[src/ppd_pkg.sv]
// Shared types and constants of the polygon point densifier.
`default_nettype none

package ppd_pkg;

    // Coordinate width and the derived widths of the divide datapath.
    localparam int COORD_BITS = 16;
    localparam int STEP_BITS  = $clog2(COORD_BITS);
    localparam int CNT_BITS   = 5;
    localparam int DIV_BITS   = CNT_BITS + 1;

    localparam int unsigned MAX_BETWEEN = 31;
    localparam logic [CNT_BITS-1:0] POINTS_BETWEEN_RESET = CNT_BITS'(3);

    typedef enum logic [1:0] {
        ST_IDLE,
        ST_LOAD,
        ST_DIV,
        ST_EMIT
    } state_t;

    // Status and results of the shared two-lane divider.
    typedef struct packed {
        logic                  busy;
        logic                  done;
        logic [COORD_BITS-1:0] quot_x;
        logic [CNT_BITS-1:0]   rem_x;
        logic [COORD_BITS-1:0] quot_y;
        logic [CNT_BITS-1:0]   rem_y;
    } div_res_t;

endpackage

`default_nettype wire

[src/ppd_divider.sv]
// Restoring divider, one quotient bit per cycle for the x and y lanes together.
`default_nettype none

module ppd_divider (
    input  wire logic                           aclk,
    input  wire logic                           aresetn,
    input  wire logic                           start,
    input  wire logic [ppd_pkg::DIV_BITS-1:0]   divisor,
    input  wire logic [ppd_pkg::COORD_BITS-1:0] dividend_x,
    input  wire logic [ppd_pkg::COORD_BITS-1:0] dividend_y,
    output ppd_pkg::div_res_t                   res
);

    typedef struct packed {
        logic [ppd_pkg::COORD_BITS-1:0] quot;
        logic [ppd_pkg::CNT_BITS-1:0]   rem;
    } lane_t;

    logic                           busy_reg, busy_next;
    logic                           done_reg, done_next;
    logic [ppd_pkg::STEP_BITS-1:0]  cnt_reg, cnt_next;
    logic [ppd_pkg::DIV_BITS-1:0]   divisor_reg, divisor_next;
    lane_t                          lane_x_reg, lane_x_next;
    lane_t                          lane_y_reg, lane_y_next;

    // One restoring step: shift in the next dividend bit, subtract if it fits.
    function automatic lane_t div_step(input lane_t cur, input logic [ppd_pkg::DIV_BITS-1:0] d);
        logic [ppd_pkg::DIV_BITS-1:0] trial;
        lane_t                        nxt;
        trial = {cur.rem, cur.quot[ppd_pkg::COORD_BITS-1]};
        nxt.quot = {cur.quot[ppd_pkg::COORD_BITS-2:0], 1'b0};
        if (trial >= d) begin
            nxt.rem     = ppd_pkg::CNT_BITS'(trial - d);
            nxt.quot[0] = 1'b1;
        end else begin
            nxt.rem = ppd_pkg::CNT_BITS'(trial);
        end
        return nxt;
    endfunction

    always_comb begin
        busy_next    = busy_reg;
        done_next    = 1'b0;
        cnt_next     = cnt_reg;
        divisor_next = divisor_reg;
        lane_x_next  = lane_x_reg;
        lane_y_next  = lane_y_reg;
        if (start) begin
            busy_next    = 1'b1;
            cnt_next     = '0;
            divisor_next = divisor;
            lane_x_next  = '{quot: dividend_x, rem: '0};
            lane_y_next  = '{quot: dividend_y, rem: '0};
        end else if (busy_reg) begin
            lane_x_next = div_step(lane_x_reg, divisor_reg);
            lane_y_next = div_step(lane_y_reg, divisor_reg);
            cnt_next    = cnt_reg + 1'b1;
            if (cnt_reg == ppd_pkg::STEP_BITS'(ppd_pkg::COORD_BITS - 1)) begin
                busy_next = 1'b0;
                done_next = 1'b1;
            end
        end
    end

    always_ff @(posedge aclk) begin
        if (!aresetn) begin
            busy_reg <= 1'b0;
            done_reg <= 1'b0;
            cnt_reg  <= '0;
        end else begin
            busy_reg <= busy_next;
            done_reg <= done_next;
            cnt_reg  <= cnt_next;
        end
        divisor_reg <= divisor_next;
        lane_x_reg  <= lane_x_next;
        lane_y_reg  <= lane_y_next;
    end

    assign res.busy   = busy_reg;
    assign res.done   = done_reg;
    assign res.quot_x = lane_x_reg.quot;
    assign res.rem_x  = lane_x_reg.rem;
    assign res.quot_y = lane_y_reg.quot;
    assign res.rem_y  = lane_y_reg.rem;

endmodule

`default_nettype wire

[src/polygon_point_densifier_unit.sv]
// Top level of the polygon point densifier: sequencer, stepping datapath, output word.
`default_nettype none

// The block takes the vertices of a closed polygon one word at a time and
// emits a densified outline. Every vertex after the first emits the previous
// vertex (inserted = 0) and then points_between interpolated points toward
// the new vertex (inserted = 1); a vertex flagged closing_vertex also emits
// itself and the points of the closing segment back to the first vertex, and
// the very last word of the polygon carries end_of_polygon. Interpolant k on
// a segment S->E is S + (k*(E-S))/(n+1), truncated toward zero, exact per
// axis. Each segment runs a setup state, the shared restoring divider
// (one quotient bit per cycle, both axes at once) and a wait for its done
// flag, then n+1 output words at one word per cycle while m_ready is high;
// a closing vertex after the first runs two segments, and an opening vertex
// is only recorded and emits nothing.
// The divider produces |E-S| div (n+1) and its remainder once per segment;
// each interpolant then follows by adding that quotient and remainder to a
// running quotient/remainder pair with one compare-and-subtract. s_ready is
// high only while the sequencer is idle, but the last word of a vertex may
// still sit in the output register while the next vertex is taken. The
// points_between register (reset 3) is written with cfg_we/cfg_wdata and
// should only change while the block is idle.
module polygon_point_densifier_unit (
    input  wire logic                           aclk,
    input  wire logic                           aresetn,
    input  wire logic                           cfg_we,
    input  wire logic [ppd_pkg::CNT_BITS-1:0]   cfg_wdata,
    input  wire logic                           s_valid,
    output wire logic                           s_ready,
    input  wire logic [ppd_pkg::COORD_BITS-1:0] s_vertex_x,
    input  wire logic [ppd_pkg::COORD_BITS-1:0] s_vertex_y,
    input  wire logic                           s_closing_vertex,
    output wire logic                           m_valid,
    input  wire logic                           m_ready,
    output wire logic [ppd_pkg::COORD_BITS-1:0] m_point_x,
    output wire logic [ppd_pkg::COORD_BITS-1:0] m_point_y,
    output wire logic                           m_inserted,
    output wire logic                           m_end_of_polygon
);

    typedef struct packed {
        logic [ppd_pkg::COORD_BITS-1:0] q;
        logic [ppd_pkg::CNT_BITS-1:0]   r;
    } acc_t;

    ppd_pkg::state_t                state_reg, state_next;

    logic [ppd_pkg::CNT_BITS-1:0]   points_between_reg;
    logic                           have_first_reg;
    logic [ppd_pkg::COORD_BITS-1:0] first_x_reg, first_y_reg;
    logic [ppd_pkg::COORD_BITS-1:0] prev_x_reg, prev_y_reg;

    // Current segment: start, end, direction per axis.
    logic [ppd_pkg::COORD_BITS-1:0] seg_sx_reg, seg_sy_reg, seg_ex_reg, seg_ey_reg;
    logic                           neg_x_reg, neg_y_reg;
    logic                           closing_seg_reg;
    logic                           pending_close_reg;

    logic [ppd_pkg::CNT_BITS-1:0]   k_reg;
    acc_t                           acc_x_reg, acc_y_reg;

    logic                           m_valid_reg;
    logic [ppd_pkg::COORD_BITS-1:0] m_point_x_reg, m_point_y_reg;
    logic                           m_inserted_reg, m_end_reg;

    logic                           in_accept;
    logic                           out_free;
    logic                           div_start;
    logic                           emit_fire;
    logic                           seg_last;

    logic [ppd_pkg::DIV_BITS-1:0]   divisor;
    logic                           load_neg_x, load_neg_y;
    logic [ppd_pkg::COORD_BITS-1:0] load_mag_x, load_mag_y;
    acc_t                           acc_x_new, acc_y_new;
    logic [ppd_pkg::COORD_BITS-1:0] pt_x, pt_y;

    ppd_pkg::div_res_t              div_res;

    // Advance a running quotient/remainder pair by one multiple of the delta.
    function automatic acc_t acc_step(input acc_t cur,
                                      input logic [ppd_pkg::COORD_BITS-1:0] qd,
                                      input logic [ppd_pkg::CNT_BITS-1:0] rd,
                                      input logic [ppd_pkg::DIV_BITS-1:0] d);
        logic [ppd_pkg::DIV_BITS-1:0] rsum;
        acc_t                         nxt;
        rsum = {1'b0, cur.r} + {1'b0, rd};
        if (rsum >= d) begin
            nxt.r = ppd_pkg::CNT_BITS'(rsum - d);
            nxt.q = cur.q + qd + 1'b1;
        end else begin
            nxt.r = ppd_pkg::CNT_BITS'(rsum);
            nxt.q = cur.q + qd;
        end
        return nxt;
    endfunction

    assign in_accept = s_valid && s_ready;
    assign out_free  = !m_valid_reg || m_ready;
    assign divisor   = {1'b0, points_between_reg} + 1'b1;

    // Segment direction and length, taken in the setup cycle.
    assign load_neg_x = seg_ex_reg < seg_sx_reg;
    assign load_neg_y = seg_ey_reg < seg_sy_reg;
    assign load_mag_x = load_neg_x ? seg_sx_reg - seg_ex_reg : seg_ex_reg - seg_sx_reg;
    assign load_mag_y = load_neg_y ? seg_sy_reg - seg_ey_reg : seg_ey_reg - seg_sy_reg;

    assign acc_x_new = acc_step(acc_x_reg, div_res.quot_x, div_res.rem_x, divisor);
    assign acc_y_new = acc_step(acc_y_reg, div_res.quot_y, div_res.rem_y, divisor);
    assign pt_x = neg_x_reg ? seg_sx_reg - acc_x_new.q : seg_sx_reg + acc_x_new.q;
    assign pt_y = neg_y_reg ? seg_sy_reg - acc_y_new.q : seg_sy_reg + acc_y_new.q;

    ppd_divider u_divider (
        .aclk       (aclk),
        .aresetn    (aresetn),
        .start      (div_start),
        .divisor    (divisor),
        .dividend_x (load_mag_x),
        .dividend_y (load_mag_y),
        .res        (div_res)
    );

    // Sequencer: next state.
    always_comb begin
        state_next = state_reg;
        unique case (state_reg)
            ppd_pkg::ST_IDLE: begin
                if (in_accept && (have_first_reg || s_closing_vertex)) begin
                    state_next = ppd_pkg::ST_LOAD;
                end
            end
            ppd_pkg::ST_LOAD: begin
                state_next = ppd_pkg::ST_DIV;
            end
            ppd_pkg::ST_DIV: begin
                if (div_res.done) begin
                    state_next = ppd_pkg::ST_EMIT;
                end
            end
            ppd_pkg::ST_EMIT: begin
                if (seg_last) begin
                    state_next = pending_close_reg ? ppd_pkg::ST_LOAD : ppd_pkg::ST_IDLE;
                end
            end
            default: begin
                state_next = ppd_pkg::ST_IDLE;
            end
        endcase
    end

    // Sequencer: control outputs.
    always_comb begin
        div_start = 1'b0;
        emit_fire = 1'b0;
        unique case (state_reg)
            ppd_pkg::ST_LOAD: div_start = 1'b1;
            ppd_pkg::ST_EMIT: emit_fire = out_free;
            default: begin
                div_start = 1'b0;
                emit_fire = 1'b0;
            end
        endcase
        seg_last = emit_fire && (k_reg == points_between_reg);
    end

    assign s_ready = (state_reg == ppd_pkg::ST_IDLE);

    // Control state.
    always_ff @(posedge aclk) begin
        if (!aresetn) begin
            state_reg          <= ppd_pkg::ST_IDLE;
            points_between_reg <= ppd_pkg::POINTS_BETWEEN_RESET;
            have_first_reg     <= 1'b0;
            pending_close_reg  <= 1'b0;
            closing_seg_reg    <= 1'b0;
            m_valid_reg        <= 1'b0;
        end else begin
            state_reg <= state_next;
            if (cfg_we) begin
                points_between_reg <= cfg_wdata;
            end
            if (in_accept) begin
                // A closing vertex ends the polygon; an opening one starts it.
                have_first_reg <= !s_closing_vertex;
                if (have_first_reg) begin
                    pending_close_reg <= s_closing_vertex;
                    closing_seg_reg   <= 1'b0;
                end else begin
                    pending_close_reg <= 1'b0;
                    closing_seg_reg   <= 1'b1;
                end
            end else if (seg_last && pending_close_reg) begin
                pending_close_reg <= 1'b0;
                closing_seg_reg   <= 1'b1;
            end
            if (emit_fire) begin
                m_valid_reg <= 1'b1;
            end else if (m_ready) begin
                m_valid_reg <= 1'b0;
            end
        end
    end

    // Vertex store, segment registers, stepping accumulators and output word.
    always_ff @(posedge aclk) begin
        if (in_accept) begin
            prev_x_reg <= s_vertex_x;
            prev_y_reg <= s_vertex_y;
            if (!have_first_reg) begin
                first_x_reg <= s_vertex_x;
                first_y_reg <= s_vertex_y;
                seg_sx_reg  <= s_vertex_x;
                seg_sy_reg  <= s_vertex_y;
            end else begin
                seg_sx_reg <= prev_x_reg;
                seg_sy_reg <= prev_y_reg;
            end
            seg_ex_reg <= s_vertex_x;
            seg_ey_reg <= s_vertex_y;
        end else if (seg_last && pending_close_reg) begin
            // Chain the closing segment: new vertex back to the first one.
            seg_sx_reg <= seg_ex_reg;
            seg_sy_reg <= seg_ey_reg;
            seg_ex_reg <= first_x_reg;
            seg_ey_reg <= first_y_reg;
        end

        if (div_start) begin
            neg_x_reg <= load_neg_x;
            neg_y_reg <= load_neg_y;
            k_reg     <= '0;
            acc_x_reg <= '0;
            acc_y_reg <= '0;
        end else if (emit_fire) begin
            k_reg <= k_reg + 1'b1;
            if (k_reg != '0) begin
                acc_x_reg <= acc_x_new;
                acc_y_reg <= acc_y_new;
            end
        end

        if (emit_fire) begin
            // The segment opens with its start vertex, then the interpolants.
            if (k_reg == '0) begin
                m_point_x_reg  <= seg_sx_reg;
                m_point_y_reg  <= seg_sy_reg;
                m_inserted_reg <= 1'b0;
            end else begin
                m_point_x_reg  <= pt_x;
                m_point_y_reg  <= pt_y;
                m_inserted_reg <= 1'b1;
            end
            m_end_reg <= closing_seg_reg && (k_reg == points_between_reg);
        end
    end

    assign m_valid          = m_valid_reg;
    assign m_point_x        = m_point_x_reg;
    assign m_point_y        = m_point_y_reg;
    assign m_inserted       = m_inserted_reg;
    assign m_end_of_polygon = m_end_reg;

    // The divider reports completion only while the sequencer waits for it.
    assert property (@(posedge aclk) disable iff (!aresetn)
        div_res.done |-> (state_reg == ppd_pkg::ST_DIV))
        else $error("divider completed outside the divide wait");

    // No division may still be running once the block takes a new vertex.
    assert property (@(posedge aclk) disable iff (!aresetn)
        s_ready |-> !div_res.busy)
        else $error("divider busy while accepting a vertex");

    // An opening vertex only records itself and leaves the block idle.
    assert property (@(posedge aclk) disable iff (!aresetn)
        (in_accept && !have_first_reg && !s_closing_vertex)
            |=> (state_reg == ppd_pkg::ST_IDLE) && !$rose(m_valid))
        else $error("opening vertex produced output or left the idle state");

endmodule

`default_nettype wire

[config.mk]
export PLATFORM = sky130hd
export DESIGN_NAME = polygon_point_densifier_unit
export DESIGN_NICKNAME = d
export VERILOG_FILES = /design/src/ppd_pkg.sv /design/src/ppd_divider.sv /design/src/polygon_point_densifier_unit.sv
export SDC_FILE = /design/constraint.sdc
export NUM_CORES = 1
export LEC_CHECK = 0
export ABC_CLOCK_PERIOD_IN_PS = 21600
export BUFFER_PORTS_ARGS = -buffer_cell sky130_fd_sc_hd__buf_2
export CAP_MARGIN = 20
export CORE_ASPECT_RATIO = 2
export CORE_MARGIN = 2
export CORE_UTILIZATION = 65
export DETAILED_ROUTE_END_ITERATION = 10
export PLACE_DENSITY_LB_ADDON = 0.1
export SYNTH_ARGS = -nofsm -noshare
export SYNTH_HDL_FRONTEND = slang
export SYNTH_SLANG_ARGS = --single-unit
export TNS_END_PERCENT = 20
[constraint.sdc]
create_clock -name aclk -period 21.6 [get_ports aclk]
set_input_delay 2.16 -clock aclk [delete_from_list [all_inputs] [get_ports aclk]]
set_output_delay 2.16 -clock aclk [all_outputs]
set_load 0.02 [all_outputs]
# Word-level counts from Yosys, hierarchy flattened
# Index checks and enable logic that the tools add are counted.
# word_totals
inputBits,43
out_inout_bits,36
regBits,276
wordCells,137
# classes
magnitude_cmp,6
eq_ne,8
bitwise,3
addsub,21
reduce_logical,20
n_mux,46
# ops
op,n
$mux 16,16
$mux 21,6
$sub 16x16->16,6
$add 16x16->16,4
$add 16x1->16 const B,2
$lt 16x16->1,2
$ge 6x6->1,4
$sub 5x5->5,4
$mux 1,18
$add 5x5->6,2
$mux 5,2
$pmux 2 s4,1
$add 5x1->6 const B,1
$mux 2,3
$reduce_bool 2->1,3
$add 5x1->5 const B,1
$eq 5x5->1,1
$logic_and 1x1->1,5
$logic_not 5->1,1
$reduce_bool 5->1,1
$add 4x1->4 const B,1
$eq 2x2->1 const B,2
$eq 4x4->1 const B,1
$ne 2x1->1 const B,2
other kinds (10),15

# Longest topological paths before layout
# Gate-level depths: netlist of run 1.
# depth
ltp_word,7
ltp_mapped,29
ltp_nobuf,28

# Cells and area by module
# Synthesis of run 1 repeated with hierarchy kept, for this count alone.
# unflattened
hier_cells,2032
area_unflattened_um2,19177.1
# modules_own_cells
mod,area_per_inst_um2,seq_area_each_um2,n_inst,cells_per_inst
polygon_point_densifier_unit,16593.4,6085.8,1,1826
ppd_divider,2583.7,1461.4,1,206

# Worst setup path after synthesis of run 1
# OpenSTA, ideal clock, no wires.
# synth_timing
path_type,input port to flip-flop
start,input port m_ready
end,register seg_ex_reg[0] (netlist bit) (enable)
required_time_ps,21022
path_slack_ps,12653
path_stages,5
arrival_time_ps,8369
cell_sequence,nand2b_1 > and2_1 > clkbuf_1 > nand2_1 > o21ai_0
# synth_via
elab_chain_cells,5
# synth_lines
element,line,source
from (decl),polygon_point_densifier_unit.sv:34,"input wire logic m_ready,"
$logic_or 1x1->1,polygon_point_densifier_unit.sv:99,assign out_free = !m_valid_reg || m_ready;
$mux 1,polygon_point_densifier_unit.sv:155,unique case (state_reg)
net emit_fire,polygon_point_densifier_unit.sv:69,logic emit_fire;
$logic_and 1x1->1,polygon_point_densifier_unit.sv:163,seg_last = emit_fire && (k_reg == points_between_reg);
$logic_and 1x1->1,polygon_point_densifier_unit.sv:220,end else if (seg_last && pending_close_reg) begin
$reduce_bool 2->1 (no source line),n/a,
to (signal assigned),polygon_point_densifier_unit.sv:218,seg_ex_reg <= s_vertex_x;
to (signal assigned),polygon_point_densifier_unit.sv:224,seg_ex_reg <= first_x_reg;
to (decl),polygon_point_densifier_unit.sv:54,"logic [ppd_pkg::COORD_BITS-1:0] seg_sx_reg, seg_sy_reg, seg_ex_reg, seg_ey_reg;"
# The timed path passes the listed nets, and every way through them passes these cells.
# A chain may end at the register's enable or synchronous reset.

# Final worst setup path of run 1
# layout_timing
start,register u_divider.lane_y_reg (netlist bit u_divider.res[0])
end,"register m_point_y_reg (netlist bit m_point_y[15]), data pin"
# layout_via
elab_chain_cells,6
word_cells_on_any_way,7
classes_between,add/sub: 3; order compare: 1; mux: 3
# layout_lines
element,line,source
from (decl),ppd_divider.sv:24,"lane_t lane_y_reg, lane_y_next;"
from (signal assigned),ppd_divider.sv:77,lane_y_reg <= lane_y_next;
$add 5x5->6 (*),polygon_point_densifier_unit.sv:87,"rsum = {1'b0, cur.r} + {1'b0, rd};"
$ge 6x6->1 (*),polygon_point_densifier_unit.sv:88,if (rsum >= d) begin
$mux 21 (*),polygon_point_densifier_unit.sv:88,
$add 16x16->16 / $sub 16x16->16 (equally long branches),polygon_point_densifier_unit.sv:111,assign pt_y = neg_y_reg ? seg_sy_reg - acc_y_new.q : seg_sy_reg + acc_y_new.q;
$mux 16 (*),polygon_point_densifier_unit.sv:111,
$mux 16 (*),polygon_point_densifier_unit.sv:244,if (k_reg == '0) begin
to (signal assigned),polygon_point_densifier_unit.sv:246,m_point_y_reg <= seg_sy_reg;
to (signal assigned),polygon_point_densifier_unit.sv:250,m_point_y_reg <= pt_y;
to (decl),polygon_point_densifier_unit.sv:63,"logic [ppd_pkg::COORD_BITS-1:0] m_point_x_reg, m_point_y_reg;"
# Every way passes the cells marked *; elsewhere a longest branch is shown, timed or not.

==> qor.yml, run 1 <==
status: "completed"
critPathRequiredTime_ps: 21900
synthToLayoutAreaGrowth_pct: 8.32
max_freq_mhz: 153
relSlewSlack_pct: 26.1
drt_first_pass_iters: 5
synth_area_mm2: 0.0192
antenna_left: 0
rsz0062_at_grt: "false"
grt_pass1_wl_um: 72100
avgViaCountPerCell: 6.07
placed_cell_area_mm2: 0.0199
crit_type: "reg2reg"
powerDensity_mw_per_mm2: 175
grt.total_usage_pct: 28.5
ys_seq_area_share_pct: 39.3
die_h_um: 247
drtIter0Drc: 1132
portBuffers: 78
clock-sinks: 276
totalWireLength_um: 44900
layout_min_cycle_time_ps: 6540
drive_above_1_share_pct: 8.85
htreeDepth: 1
crit_path_end_kind: "flip-flop"
dieArea_mm2: 0.0310
cts_root_buffer: "clkbuf_16"
p_total_mw: 3.65
route.vias.total: 15000
async_flop_share_pct: 0
ios: 79
finClkSkew_ps: 11.3
p_leak_nw: 8.69
core_area_mm2: 0.0293
clock_latency_ps: 550
synth_seq_cells: 276
setup-violations-final: 0
tightest_slew_ps: 1110
cts_hold_buf: 0
yosys_warnings: 0
yosysUniqueCellTypes: 91
diodes: 0
drc_errors: 0
grt_overflow: 0
layout_commonest_cell: "nand2_1"
grt_max_degree: 101
hold_class: "reg2reg"
max-vdd-ir-drop_mv: 0.115
rows: 89
cts_resized: 0
crit_path_start_kind: "flip-flop"
cap_violations: 0
cts_setup_buffers: 0
synth_flop_cell: "edfxtp_1"
dp_hpwl_um: 33600
postSynthCellCount: 2058
syn_avg_cell_area_um2: 9.34
tns_ps: 0
grt_pass1_vias: 14500
worst-path-max-fanout: 11
hold_viol: 0
routedWlPerCell_um: 18.1
fin_area_mm2: 0.0208
largest_reg_flops: 42
die_width_um: 126
final_nets: 2318
cts_tree: "done"
initial_utilization_pct: 65.6
path_clk_slew_ps: 70
ctsLongestPathBuffers: 3
synth.net_count: 2283
synth_edf_count: 202
min_period_over_period_pct: 30.3
grt_antenna_before_repair: 0
slew_violations: 0
worstPathArrival_ps: 6840
numCtsBuffers: 26
place_congestion: 0.942
mostFrequentLayoutCells: "nand2_1, edfxtp_1, ha_1"
==> area by class of cell <==
class                   instances  area, µm²
multi-input cells            1554      10900
repair buffers                 90        480
inverters                     145        544
clock buffers                  34        722
well taps                     364        455
flip-flops and latches        276       7550
clock inverters                14        214
fillers                      2263       8460
==> Yosys cell counts, drive strengths merged, types with 5 or more instances <==
master | instances | area [µm²]
nand2 | 249 | 935
edfxtp | 202 | 6070
ha | 168 | 2100
nor2 | 166 | 623
inv | 145 | 544
a21oi | 143 | 727
o21ai | 121 | 606
xnor2 | 75 | 679
dfxtp | 74 | 1480
clkbuf | 71 | 267
xor2 | 66 | 586
mux2i | 59 | 591
a21o | 48 | 363
a211oi | 47 | 385
nand3 | 33 | 165
nor2b | 28 | 175
nor3 | 27 | 140
nand4 | 25 | 156
o211ai | 24 | 185
nand2b | 19 | 119
o21a | 18 | 135
a31oi | 17 | 113
o21bai | 17 | 128
and2 | 16 | 100
and3 | 15 | 105
fa | 14 | 280
a21boi | 13 | 97.6
buf | 12 | 56.3
a2111oi | 10 | 87.6
or3 | 9 | 56.3
nor3b | 8 | 60.1
o31ai | 8 | 65.1
or2 | 8 | 50.1
and4 | 7 | 63.8
or4 | 7 | 56.3
a221o | 6 | 60.1
a221oi | 5 | 43.8
a311oi | 5 | 50.0
mux2 | 5 | 56.3
==> power by group <==
part	total (mW)	internal (mW)	leakage (nW)	switching [mW]
Combinational	2.21	0.875	5.71	1.34
Clock	0.503	0.297	0.449	0.206
Sequential	0.933	0.789	2.53	0.144
==> worst paths after layout <==
kind | start | end | slack (ps) | depth (start not counted)
max | u_divider.res[0] | m_point_y[15] | 15060 | 23
min | acc_y_reg[0] | acc_y_reg[0] | 460 | 2
max reg2reg | u_divider.res[0] | m_point_y[15] | 15060 | 23
min reg2reg | acc_y_reg[0] | acc_y_reg[0] | 460 | 2
==> metal layers <==
metal	share of wire (%)	global-route usage, %
met5	0	0
met3	5.1	3.12
met2	48	48.1
met4	3.0	9.28
met1	44	38.5
==> kinds of logic after synthesis <==
logic type                 after synthesis  share of synthesized area [%]
and+or+nand+nor                        639                           15.7
AOI/OAI and AO/OA                      527                           18.0
DFF                                    276                           39.3
buffers and inverters                  228                           4.51
adders and majority gates              182                           12.4
xor gates and xnor gates               142                           6.70
muxes                                   64                           3.37
==> worst max-delay path, stage by stage (launching register included) <==
cell and delay [ps]:
dfxtp_1 400, ha_1 200, inv_1 60, fa_1 490, fa_1 480, nor2b_1 120
o21ai_0 110, and4b_1 230, nor2_1 670, mux2i_1 370, ha_1 270, o21ai_0 280
ha_1 290, nor2b_1 120, o21ai_0 180, a21boi_0 170, o211ai_1 230, a21oi_1 120
o31ai_1 430, o21ai_0 240, a31oi_1 250, xnor2_1 150, o41ai_1 290, o22ai_1 130
==> through the flow <==
step                      worst slack [ps]  util [%]  cells  hold slack, ps
after floorplan                      12650         -   2058             436
after global placement               15310      67.9   2429             446
after detailed placement             15120      67.9   2429             454
after CTS                            15110      71.1   2477             463
after global routing                 14460      71.1   2477             486
final                                15060      71.1   2477             464
Power figures use the tool's default switching activity.
==> inputs of run 2 (changes only) <==
Settings changed: ABC_CLOCK_PERIOD_IN_PS 21600 to 5300, CORE_UTILIZATION 65 to 57.
Clock period 21.6 ns to 5.3 ns, I/O delays scaled along.
==> run 2 against run 1 <==
  * The run now ends with negative setup slack left
  * Count of clock-buffer cells in the layout shrank 4
  * Cell area grew 8.1%
  * Die area grew 14%
  * Register-to-register slack lost 15000 ps
  * Critical path depth grew 3
  * Clock skew grew 0.87 ps
  * Global-route usage shrank 0.78 points
  * Setup slack lost 15000 ps
  * Cell count grew 9.2%
  * Non-clock buffer count grew 156
  * Critical endpoint unchanged
  * Largest cell class unchanged
==> qor.yml, run 2 (synthesized netlist as in run 1, its figures left out) <==
status: "complete, but fails checks"
violations: "negative setup slack"
ctsLongestPathBuffers: 3  # unchanged
clock_latency_ps: 560  # about the same
hold_viol: 0  # unchanged
grt.total_usage_pct: 27.8  # -0.78 points
synthToLayoutAreaGrowth_pct: 17.1
drt_first_pass_iters: 5  # unchanged
relSlewSlack_pct: 29.9  # +3.9 points
totalWireLength_um: 49200  # +9.5%
cp_top_family: "simple AND/OR/NAND/NOR gates"
rrSetupSlack_ps: -210  # -15260 ps
diodes: 0  # unchanged
grt_pass1_vias: 16000  # +10%
hold_class: "in2reg"
drtIter0Drc: 783  # -31%
cp_num_buf_inv: 4  # +3
dp_hpwl_um: 37300  # +11%
cts_tree: "done"
drive_above_1_share_pct: 18.2  # +9.4 points
powerDensity_mw_per_mm2: 765  # +340%
crit_path_end_kind: "flip-flop"
die_h_um: 264  # +6.7%
place_congestion: 0.932  # -1.1%
grt_pass1_wl_um: 78800  # +9.3%
routedWlPerCell_um: 18.2  # +0.27%
worst-path-max-fanout: 5  # -6
holdCritStartpoint: "s_vertex_x[7]"
path_clk_slew_ps: 70  # about the same
rows: 95  # +6.7%
avgViaCountPerCell: 5.78  # -4.8%
cpPeakStageDelay_ps: 440  # -230 ps
r2r_start: "acc_y_reg[0]"
dieArea_mm2: 0.0353  # +14%
slew_violations: 0  # unchanged
holdWs_ps: 184  # -280 ps
cap_violations: 0  # unchanged
crit_type: "reg2reg"
grt_max_degree: 59  # -42%
mostFrequentLayoutCells: "nand2_1, edfxtp_1, buf_4"
layout_commonest_cell: "nand2_1"
route.vias.total: 15600  # +4.0%
die_width_um: 134  # +6.6%
crit_path_start_kind: "flip-flop"
ios: 79  # unchanged
htreeDepth: 1  # unchanged
drc_errors: 0  # unchanged
cts_hold_buf: 0  # unchanged
worst_slack_ps: -207  # -15260 ps
crit_slowest_cell: "or3b_4"
final_nets: 2474  # +6.7%
tns_ps: -304  # -304 ps
grt_overflow: 0  # unchanged
cp-startpoint: "acc_y_reg[0]"
numCtsBuffers: 26  # unchanged
finClkSkew_ps: 12.2  # +0.868 ps
portBuffers: 78  # unchanged
max_freq_mhz: 182  # +19%
initial_utilization_pct: 57.6  # -8.1 points
tightest_slew_ps: 1050  # -58.1 ps
antenna_left: 0  # unchanged
core_area_mm2: 0.0334  # +14%
max-vdd-ir-drop_mv: 0.484  # +320%
layout_min_cycle_time_ps: 5510  # -1040 ps
p_leak_nw: 9.57  # +10%
setup-violations-final: 2  # +2
largest_reg_flops: 42  # unchanged
cts_root_buffer: "clkbuf_16"
clock-sinks: 276  # unchanged
rsz0062_at_grt: "true"
min_period_over_period_pct: 104  # +74 points
worstPathArrival_ps: 5810  # -1030 ps
critPathRequiredTime_ps: 5600  # -16300 ps
grt_antenna_before_repair: 0  # unchanged
==> run 2: cell count changes in the layout (fill, tap and decap cells not counted), sizes merged <==
cell / change
bufinv: +1
clkbuf: -4
clkinvlp: +1
inv: +1
buf: +156
clkinv: +1
==> run 2: cell type report <==
cell class                      instances  area, µm²
Fill cell                            2653      10900
Inverter                              145        544
Multi-Input combinational cell       1554      11200
Tap cell                              436        546
Timing Repair Buffer                  246       1660
Clock inverter                         18        272
Sequential cell                       276       7550
Clock buffer                           30        707
==> run 2: where the power goes <==
| part | switching (mW) | leakage (nW) | internal (mW) | total [mW] |
|---|---|---|---|---|
| clock | 0.884 | 0.466 | 1.26 | 2.14 |
| sequential | 0.448 | 2.53 | 3.21 | 3.66 |
| combinational | 6.34 | 6.58 | 5.08 | 11.4 |
==> run 2: final timing paths <==
path | cells past startpoint | end
max | 26 | m_point_y[15]
min | 1 | first_x_reg[7]
max reg2reg | 26 | m_point_y[15]
min reg2reg | 2 | acc_x_reg[0]
==> run 2: layer usage <==
| layer | vias up | track usage, % | routed length, µm |
|---|---|---|---|
| met5 | - | 0 | 0 |
| met2 | 339 | 51.7 | 25800 |
| met4 | 0 | 12.3 | 2160 |
| met3 | 132 | 2.21 | 1510 |
| li1 | 7772 | - | - |
| met1 | 7385 | 31.9 | 19700 |
==> run 2: repair_timing <==
item	4_1_cts	5_1_grt
setup endpoints to repair	14	17
gates resized for setup	53	40
setup buffers	11	5
pin swaps	38	36
==> run 2: metrics by stage <==
step                      total power, mW  utilization, %  instances  instance area (µm²)  setup WS [ps]
final                                17.2            67.4       2705                22500           -207
after global routing                 18.5            67.4       2705                22500           -498
after CTS                            16.8            66.8       2700                22300           -285
after detailed placement             14.2            63.0       2641                21000           -531
after global placement               13.9            63.0       2641                21000           -276
after floorplan                      10.6               -       2058                19200           -255
==> inputs of run 3 (changes only) <==
Settings changed: CORE_MARGIN 2 to 5, CTS_BUF_LIST from default to sky130_fd_sc_hd__clkbuf_4 sky130_fd_sc_hd__clkbuf_8 sky130_fd_sc_hd__clkbuf_16.
==> run 3 against run 2 <==
  * The run still ends with negative setup slack left
  * Critical endpoint unchanged
  * Cell area about the same
  * Power fell by 0.30%
  * Global-route usage decreased by 2.3 points
  * Critical path depth decreased by 3
  * Clock power decreased by 8%
  * Flip-flop and latch count did not move
  * Largest cell class unchanged
  * Sequential power rose by 1%
  * Combinational power hardly changed
  * Via count increased by 0.48%
==> qor.yml, run 3 (synthesized netlist as in run 1, its figures left out) <==
status: "complete, but fails checks"
violations: "negative setup slack"
rows: 95  # unchanged
r2r_start: "acc_y_reg[0]"
route.vias.total: 15700  # +0.48%
drt-met1-wl_um: 19600  # -0.29%
clock_latency_ps: 570  # about the same
drtIter0Drc: 728  # -7.0%
avgViaCountPerCell: 5.80  # +0.33%
totalWireLength_um: 49600  # +0.77%
reg2reg_to: "m_point_y[15]"
grt_pass1_wl_um: 79500  # +0.98%
ctsLongestPathBuffers: 3  # unchanged
drive_above_1_share_pct: 18.6  # +0.36 points
min_period_over_period_pct: 104  # -0.38 points
p_leak_nw: 9.55  # -0.20%
grt_overflow: 0  # unchanged
cts_root_buffer: "clkbuf_16"
cts_hold_buf: 0  # unchanged
max_freq_mhz: 182  # +0.37%
cp-startpoint: "acc_y_reg[0]"
rrSetupSlack_ps: -190  # +20 ps
hold_class: "in2reg"
layout_min_cycle_time_ps: 5490  # -20.2 ps
setup-violations-final: 6  # +4
grt_antenna_before_repair: 0  # unchanged
antenna_left: 0  # unchanged
cts_tree: "done"
numCtsBuffers: 27  # +3.8%
drt_first_pass_iters: 6  # +1
largest_reg_flops: 42  # unchanged
finClkSkew_ps: 17.4  # +5.25 ps
initial_utilization_pct: 57.3  # -0.20 points
p_total_mw: 17.2  # -0.30%
worstRegToRegCells: 23  # -12%
worst_slack_ps: -187  # +20.2 ps
rsz0062_at_grt: "true"
top_layer_used: "met4"
diodes: 0  # unchanged
relSlewSlack_pct: 33.6  # +3.6 points
clock-sinks: 276  # unchanged
grt.total_usage_pct: 25.5  # -2.3 points
core_area_mm2: 0.0335  # +0.36%
dp.cells: 2637  # -0.15%
fillers: 2750  # +3.7%
dp_hpwl_um: 37200  # -0.14%
place_congestion: 0.963  # +3.4%
critPathRequiredTime_ps: 5610  # about the same
cap_violations: 0  # unchanged
layout_commonest_cell: "nand2_1"
crit_path_end_kind: "flip-flop"
hold_viol: 0  # unchanged
slew_violations: 0  # unchanged
route.met3.wl_um: 1670  # +10%
max-vdd-ir-drop_mv: 0.470  # -2.9%
grt_pass1_vias: 16100  # +0.93%
die_h_um: 270  # +2.3%
worst-path-max-fanout: 5  # unchanged
crit_end: "m_point_y[15]"
tightest_slew_ps: 994  # -57.0 ps
mostFrequentLayoutCells: "nand2_1, edfxtp_1, buf_4"
drc_errors: 0  # unchanged
routedWlPerCell_um: 18.3  # +0.62%
fin_area_mm2: 0.0225  # about the same
die_width_um: 140  # +4.5%
wl_met2_um: 26100  # +0.89%
holdCritStartpoint: "s_vertex_x[6]"
crit_type: "reg2reg"
powerDensity_mw_per_mm2: 763  # -0.27%
portBuffers: 78  # unchanged
crit_path_start_kind: "flip-flop"
final_nets: 2477  # +0.12%
final_cell_count_no_fill: 2709  # +0.15%
placed_cell_area_mm2: 0.0210  # about the same
path_clk_slew_ps: 70  # about the same
synthToLayoutAreaGrowth_pct: 17.1  # about the same
worstPathArrival_ps: 5800  # about the same
htreeDepth: 1  # unchanged
hold_depth: 1  # unchanged
grt_max_degree: 101  # +71%
pre_cts_ws_ps: -594  # -62.5 ps
ios: 79  # unchanged
dieArea_mm2: 0.0377  # +6.9%
==> run 3: changes by cell type in the layout (fill, tap and decap cells not counted), moves of 3 or more <==
cell and change:
clkbuf_4 +4, nor2_2 +3, xor2_1 +4, bufinv_16 -3, clkinv_1 +4, xor2_2 -3
==> run 3: worst min path at each step <==
stage                          end
floorplan             acc_x_reg[0]
global placement      acc_y_reg[0]
detailed placement    acc_y_reg[0]
CTS                 first_y_reg[3]
global route        prev_y_reg[11]
finish              first_x_reg[6]
==> run 3: cell type report <==
class	count	area, µm²	share of cell area, %
timing repair buffer	248	1710	7.58
clock buffer	31	706	3.14
sequential	276	7550	33.6
clock inverter	19	188	0.834
tap	436	546	2.42
multi-input combinational	1554	11300	50.0
inverter	145	544	2.42
==> run 3: per-layer routing <==
| layer | track usage, % | vias up |
|---|---|---|
| met4 | 10.5 | 0 |
| met2 | 47.7 | 343 |
| met3 | 2.18 | 130 |
| li1 | - | 7771 |
| met5 | 0 | - |
| met1 | 29.5 | 7459 |
==> run 3: timing repair <==
| item | 4_1_cts | 5_1_grt |
|---|---|---|
| pin swaps | 33 | 43 |
| gates resized for setup | 53 | 46 |
| gates cloned | 0 | 0 |
| endpoints found under the setup margin | 13 | 14 |
| endpoints found under the hold margin | 0 | 0 |
| setup buffers | 11 | 11 |
==> run 3: worst max-delay path: stages, from the launching register on <==
cell and delay [ps]:
dfxtp_2 350, ha_4 140, inv_2 30, fa_2 370, xnor2_2 160, ha_1 310
nor2b_1 150, o21ai_1 90, and4b_2 260, or3b_4 410, nand4b_1 280, xor2_2 240
nor4_2 310, and2_1 200, a21oi_2 60, xor2_1 200, ha_2 190, or3_4 340
o31ai_4 250, o21ai_2 150, a31oi_4 230, xnor2_2 130, o41ai_2 230, o22ai_1 130
==> run 3: metrics by stage <==
step                      hold WS [ps]  setup TNS (ps)  utilization, %
after global placement             446           -1050            62.7
after global routing               170           -2840            67.1
after floorplan                    436            -901               -
after CTS                          159            -370            66.2
after detailed placement           451           -2400            62.7
final                              180            -311            67.1
==> run 3: power by group <==
group / total (mW) / switching [mW] / leakage (nW) / internal, mW
logic: 11.5 / 6.35 / 6.59 / 5.15
clock network: 1.97 / 0.860 / 0.431 / 1.11
registers: 3.70 / 0.488 / 2.53 / 3.21
